[src/rtl/assert_macros.svh]
// assertion helpers shared by the rtl
`ifndef ASSERT_MACROS_SVH
`define ASSERT_MACROS_SVH

// same-cycle implication
`define ASSERT_IMP(name, clk, rst_n, ante, cons, msg) \
	name: assert property (@(posedge clk) disable iff (!rst_n) (ante) |-> (cons)) \
		else $error(msg);

// next-cycle implication
`define ASSERT_NXT(name, clk, rst_n, ante, cons, msg) \
	name: assert property (@(posedge clk) disable iff (!rst_n) (ante) |=> (cons)) \
		else $error(msg);

`endif

[src/rtl/mbps_cell.sv]
// ----------------------------------------------------------------------------
// mbps_cell
// One window position: holds a byte, passes it on, compares it to its
// aligned pattern byte.
// ----------------------------------------------------------------------------
`default_nettype none

module mbps_cell (
	input  wire logic       clk,
	input  wire logic       shift,
	input  wire logic [7:0] byte_in,
	input  wire logic [7:0] pat_byte,
	input  wire logic       care,
	output logic      [7:0] byte_out,
	output logic            hit
);

	logic [7:0] byte_q;

	always_ff @(posedge clk) begin
		if (shift) begin
			byte_q <= byte_in;
		end
	end

	assign byte_out = byte_q;
	assign hit      = !care || (byte_q == pat_byte);

endmodule

`default_nettype wire

[config.mk]
export PLATFORM = sky130hd
export DESIGN_NAME = mbps_cell
export DESIGN_NICKNAME = d
export VERILOG_FILES = /design/src/rtl/assert_macros.svh /design/src/rtl/mbps_cell.sv
export SDC_FILE = /design/constraint.sdc
export NUM_CORES = 1
export LEC_CHECK = 0
export BUFFER_PORTS_ARGS = -buffer_cell sky130_fd_sc_hd__buf_2
export CAP_MARGIN = 20
export CORE_AREA = 2 2 39 41
export DETAILED_ROUTE_END_ITERATION = 16
export DIE_AREA = 0 0 41 43
export SLEW_MARGIN = 25
export SYNTH_ARGS = -nofsm -noshare
export SYNTH_HDL_FRONTEND = slang
export SYNTH_SLANG_ARGS = --single-unit
[constraint.sdc]
create_clock -name clk -period 1.5 [get_ports clk]
set_input_delay 0.15 -clock clk [delete_from_list [all_inputs] [get_ports clk]]
set_output_delay 0.15 -clock clk [all_outputs]
set_load 0.1 [all_outputs]
==> results_dict.tcl, run 1 <==
set metrics [dict create \
    cp_max_fo 2 \
    drc 0 \
    antenna_found_initial 0 \
    synth_cells 19 \
    wl_met2_um 388 \
    cts_buffers 3 \
    status "complete, no violations" \
    arrival_ns 1.34 \
    dr_total_vias 253 \
    grt_start_max_net_pins 9 \
    clkTransAtPathRegs_ns 0.05 \
    io_pins 28 \
    yosysUniqueCellTypes 4 \
    leakage_uw 0.0002301 \
    wl_met1_um 216 \
    path_buf_inv 1 \
    critical_path.max_stage_delay_ns 0.39 \
    fmax_ghz 0.6707 \
    drtAntennaViolNets 0 \
    port_buffers 27 \
    core_area_um2 1384 \
    hold_violations 0 \
    crit_path_end_kind "primary output" \
    first_pass_iters 1 \
    maxCapViolations 0 \
    peakVddDrop_mv 0.4592 \
    final_cell_mix "buf_2, edfxtp_1, xnor2_1" \
    viasPerCell 3.892 \
    drtIter0Drc 0 \
    worstPathCellList "xnor2_1, nand4_1, o21ai_4, buf_12" \
    drt_wl_total_um 628 \
    grt_overflow 0 \
    synth_nets 38 \
    die_height_um 43 \
    avgSynthCellArea_um2 17.25 \
    track_usage_pct 9.184 \
    cp_top_family "flip-flops" \
    slowest_stage "edfxtp_1" \
    wl_met3_um 23 \
    relSlewSlack_pct 67.58 \
    crit_type "reg2out" \
    h-tree-depth 1 \
    rsz0062_at_grt "true" \
    dieArea_um2 1763 \
    tightest_slew_ns 0.4897 \
    fin_util_pct 38.97 \
    drive_above_1_share_pct 65.31 \
    n_fill_cell 135 \
    syn_area_um2 327.8 \
    ys_top_cells_by_area "edfxtp_1, xnor2_1, nand4_1" \
    crit_path_start_kind "register" \
    diodes 0 \
    grt_pass1_vias 257 \
    finalCritPeriodShare_pct 99.40 \
    top_layer "met3" \
    synth_largest_area_cell "edfxtp_1" \
    grt_pass1_wl_um 1000 \
    worstHoldPathType "in2reg" \
    cts_sinks 8 \
    worstPathRequired_ns 1.35 \
    layout.nets 70 \
    place.gp.congestion 0.5699 \
    setup_violations 0 \
    power_density_nw_per_um2 1213 \
    synth.ff_latch_count 8 \
    final_common_cell "buf_2" \
    period_minus_slack_ns 1.491 \
    cts_root_buf "clkbuf_4" \
    place_inst 62 \
    area_delta_synth_final_pct 64.50 \
    power_uw 654.2 \
    synth-seq-area-share_pct 73.28 \
    yosys.area.top_type_share_pct 73.28 \
    layoutNonFillerInstCount 65 \
    rows 14 \
    tns_ns 0 \
    drv_slew 0 \
    initial_core_util_pct 23.69 \
    yosys_warnings 0 \
    clock_tree.buffer_depth 2 \
    routedWlPerCell_um 9.662 \
    cts_tree "done" \
    die_x_um 41 \
    largest_register_ffs 8 \
]
## report_power, final
group / leakage, uW / switching (uW) / internal, uW
registers: 0.0000783 / 11.2 / 267
logic: 0.000138 / 166 / 54.8
clock network: 0.0000138 / 63.9 / 90.9
total: 0.000230 / 241 / 413
## cells by family (layout without fill, tap and decap cells)
family	count (synthesis)	count (layout)	share of synthesized area, %
DFF	8	8	73.28
xor gates and xnor gates	8	8	21.37
buffers and inverters	0	30	0
AOI/OAI and AO/OA	1	1	1.525
and+or+nand+nor	2	2	3.816
## final timing paths
| path | slack, ns | startpoint | depth (start not counted) | to |
|---|---|---|---|---|
| worst min-delay path | 0.08 | byte_in[0] | 1 | byte_out[0]$_DFFE_PP_ |
| worst max-delay path | 0.009 | byte_out[2]$_DFFE_PP_ | 4 | hit |
## synthesized netlist by cell type
library cell and number:
edfxtp_1 8, xnor2_1 8, nand4_1 2, o21ai_1 1
## metal layers
metal  global-route usage, %  up-vias
met5                       0        -
met2                   13.44        7
li1                        -      130
met4                   10.00        0
met3                   3.141        0
met1                   8.814      116
## through the flow
step / area, um2 / hold WS [ns] / setup WS (ns)
after floorplan: 339.1 / 0.2489 / -0.5348
after global placement: 509.2 / 0.3281 / 0.2519
after detailed placement: 509.2 / 0.3281 / 0.2496
after CTS: 531.8 / 0.06803 / -0.01777
after global routing: 539.3 / 0.05908 / -0.1029
final: 539.3 / 0.07912 / 0.008975
## area by class of cell
cell class | instances | area (um2) | area share (%)
repair buffers | 27 | 150.1 | 27.84
flip-flops and latches | 8 | 240.2 | 44.55
clock buffers | 3 | 22.52 | 4.176
well taps | 16 | 20.02 | 3.712
multi-input cells | 11 | 106.4 | 19.72
## what timing repair did
item,4_1_cts,5_1_grt
pin swaps,3,1
resized for setup,0,1
buffers inserted,0,0
hold buffers,0,0
endpoints found under the setup margin,1,1
Note: power is estimated with default switching activity, not from simulation.
==> inputs of run 2 (changes only) <==
--- a/config.mk
+++ b/config.mk
@@ -8,6 +8,7 @@
 export BUFFER_PORTS_ARGS = -buffer_cell sky130_fd_sc_hd__buf_2
 export CAP_MARGIN = 20
 export CORE_AREA = 2 2 39 41
+export CTS_BUF_LIST = sky130_fd_sc_hd__clkbuf_8
 export DETAILED_ROUTE_END_ITERATION = 16
 export DIE_AREA = 0 0 41 43
 export SLEW_MARGIN = 25
==> constraint.sdc (replaced) <==
create_clock -name clk -period 1.5 [get_ports clk]
set_input_delay 0.15 -clock clk [delete_from_list [all_inputs] [get_ports clk]]
set_output_delay 0.15 -clock clk [all_outputs]
set_load 0.02 [all_outputs]
==> run 2 against run 1 <==
Sequential share of layout area up 1.3 points. Clock power up 57%. Die area unchanged. Critical endpoint unchanged.
==> results_dict.tcl, run 2 (same netlist as run 1, synthesis figures left out) <==
set metrics [dict create \
    h-tree-depth 1 \
    rows 14 \
    routedWlPerCell_um 9.569 \
    post_cts_buffers 0 \
    die_height_um 43 \
    post_cts_resized 0 \
    place.gp.congestion 0.5898 \
    cts_tree "done" \
    fin_util_pct 37.88 \
    rsz0062_at_grt "false" \
    setup_violations 0 \
    peakVddDrop_mv 0.6311 \
    hold_slack_ns 0.1028 \
    hold_violations 0 \
    dr_total_vias 250 \
    drv_slew 0 \
    worstPathRequired_ns 1.35 \
    leakage_uw 0.0002245 \
    crit_type "reg2out" \
    viasPerCell 3.846 \
    status "complete, no violations" \
    grt_pass1_wl_um 1007 \
    cts_sinks 8 \
    p_seq_share_pct 45.0 \
    dieArea_um2 1763 \
    cp_max_fo 2 \
    drtIter0Drc 0 \
    port_buffers 27 \
    top_layer "met3" \
    area_delta_synth_final_pct 59.92 \
    drt_wl_total_um 622 \
    fmax_ghz 0.7530 \
    finalCritPeriodShare_pct 88.53 \
    swShare_pct 21.08 \
    period_minus_slack_ns 1.328 \
    tightest_slew_ns 0.1791 \
    worstHoldPathType "in2reg" \
    holdPathStages 1 \
    grt_overflow 0 \
    initial_core_util_pct 23.69 \
    grt_start_max_net_pins 9 \
    relSlewSlack_pct 88.06 \
    track_usage_pct 9.072 \
    crit_path_start_kind "register" \
    power_density_nw_per_um2 1179 \
    diodes 0 \
    layout.nets 70 \
    maxCapViolations 0 \
    crit_path_end_kind "primary output" \
    drive_above_1_share_pct 61.22 \
    hold_buffers 0 \
    io_pins 28 \
    clkTransAtPathRegs_ns 0.04 \
    wl_met1_um 200 \
    largest_register_ffs 8 \
    final_cell_mix "buf_2, xnor2_1, edfxtp_1" \
    tns_ns 0 \
    antenna_found_initial 0 \
    drtAntennaViolNets 0 \
    cts_root_buf "clkbuf_8" \
    wl_met3_um 33 \
    final_common_cell "buf_2" \
    clkPwrFrac_pct 39.4 \
    power_uw 618.0 \
    die_x_um 41 \
    grt_pass1_vias 252 \
    clock_tree.buffer_depth 2 \
    p_comb_share_pct 15.6 \
    arrival_ns 1.18 \
    internal_power_uw 487.7 \
    p_sw_uw 130.3 \
    wl_met2_um 388 \
    core_area_um2 1384 \
    first_pass_iters 1 \
    cts_buffers 3 \
    drc 0 \
]
## run 2: cell types whose count changed in the layout (fill, tap and decap cells not counted)
cell and change:
o21ai_1 +1, clkbuf_4 -3, xnor2_2 -1, o21ai_4 -1
xnor2_1 +1, clkbuf_8 +3, buf_12 -1, buf_2 +1
## run 2: through the flow
stage	cells	area, um2	setup slack [ns]
after global placement	62	483.0	0.3758
after detailed placement	62	483.0	0.3738
after global routing	65	524.3	0.04090
final	65	524.3	0.1720
after CTS	65	524.3	0.1354
after floorplan	19	327.8	0.2498
## run 2: layout make-up
cell class / instances / area [um2]
repair buffers: 27 / 135.1
well taps: 16 / 20.02
fillers: 149 / 859.6
multi-input cells: 11 / 87.58
clock buffers: 3 / 41.29
flip-flops and latches: 8 / 240.2
## run 2: path summary, 6_finish.rpt
| path | start | end | slack (ns) |
|---|---|---|---|
| max | byte_out[1]$_DFFE_PP_ | hit | 0.17 |
| min | byte_in[7] | byte_out[7]$_DFFE_PP_ | 0.10 |
## run 2: routing by layer
metal,global-route usage (%),up-vias
li1,-,130
met1,8.784,113
met2,15.00,7
met3,3.141,0
met4,6.000,0
met5,0,-
## run 2: critical path, cell delays in order, from the launching register on
cell,delay (ns)
edfxtp_1,0.39
xnor2_1,0.16
nand4_1,0.11
o21ai_1,0.13
buf_2,0.17
## run 2: power groups by stage
| stage | Sequential (uW) | Clock, uW | Combinational, uW |
|---|---|---|---|
| after floorplan | 305 | 0 | 27.0 |
| after global placement | 281 | 0 | 97.5 |
| after detailed placement | 282 | 0 | 98.0 |
| after CTS | 279 | 254 | 98.2 |
| after global routing | 281 | 270 | 106 |
| final | 278 | 244 | 96.2 |
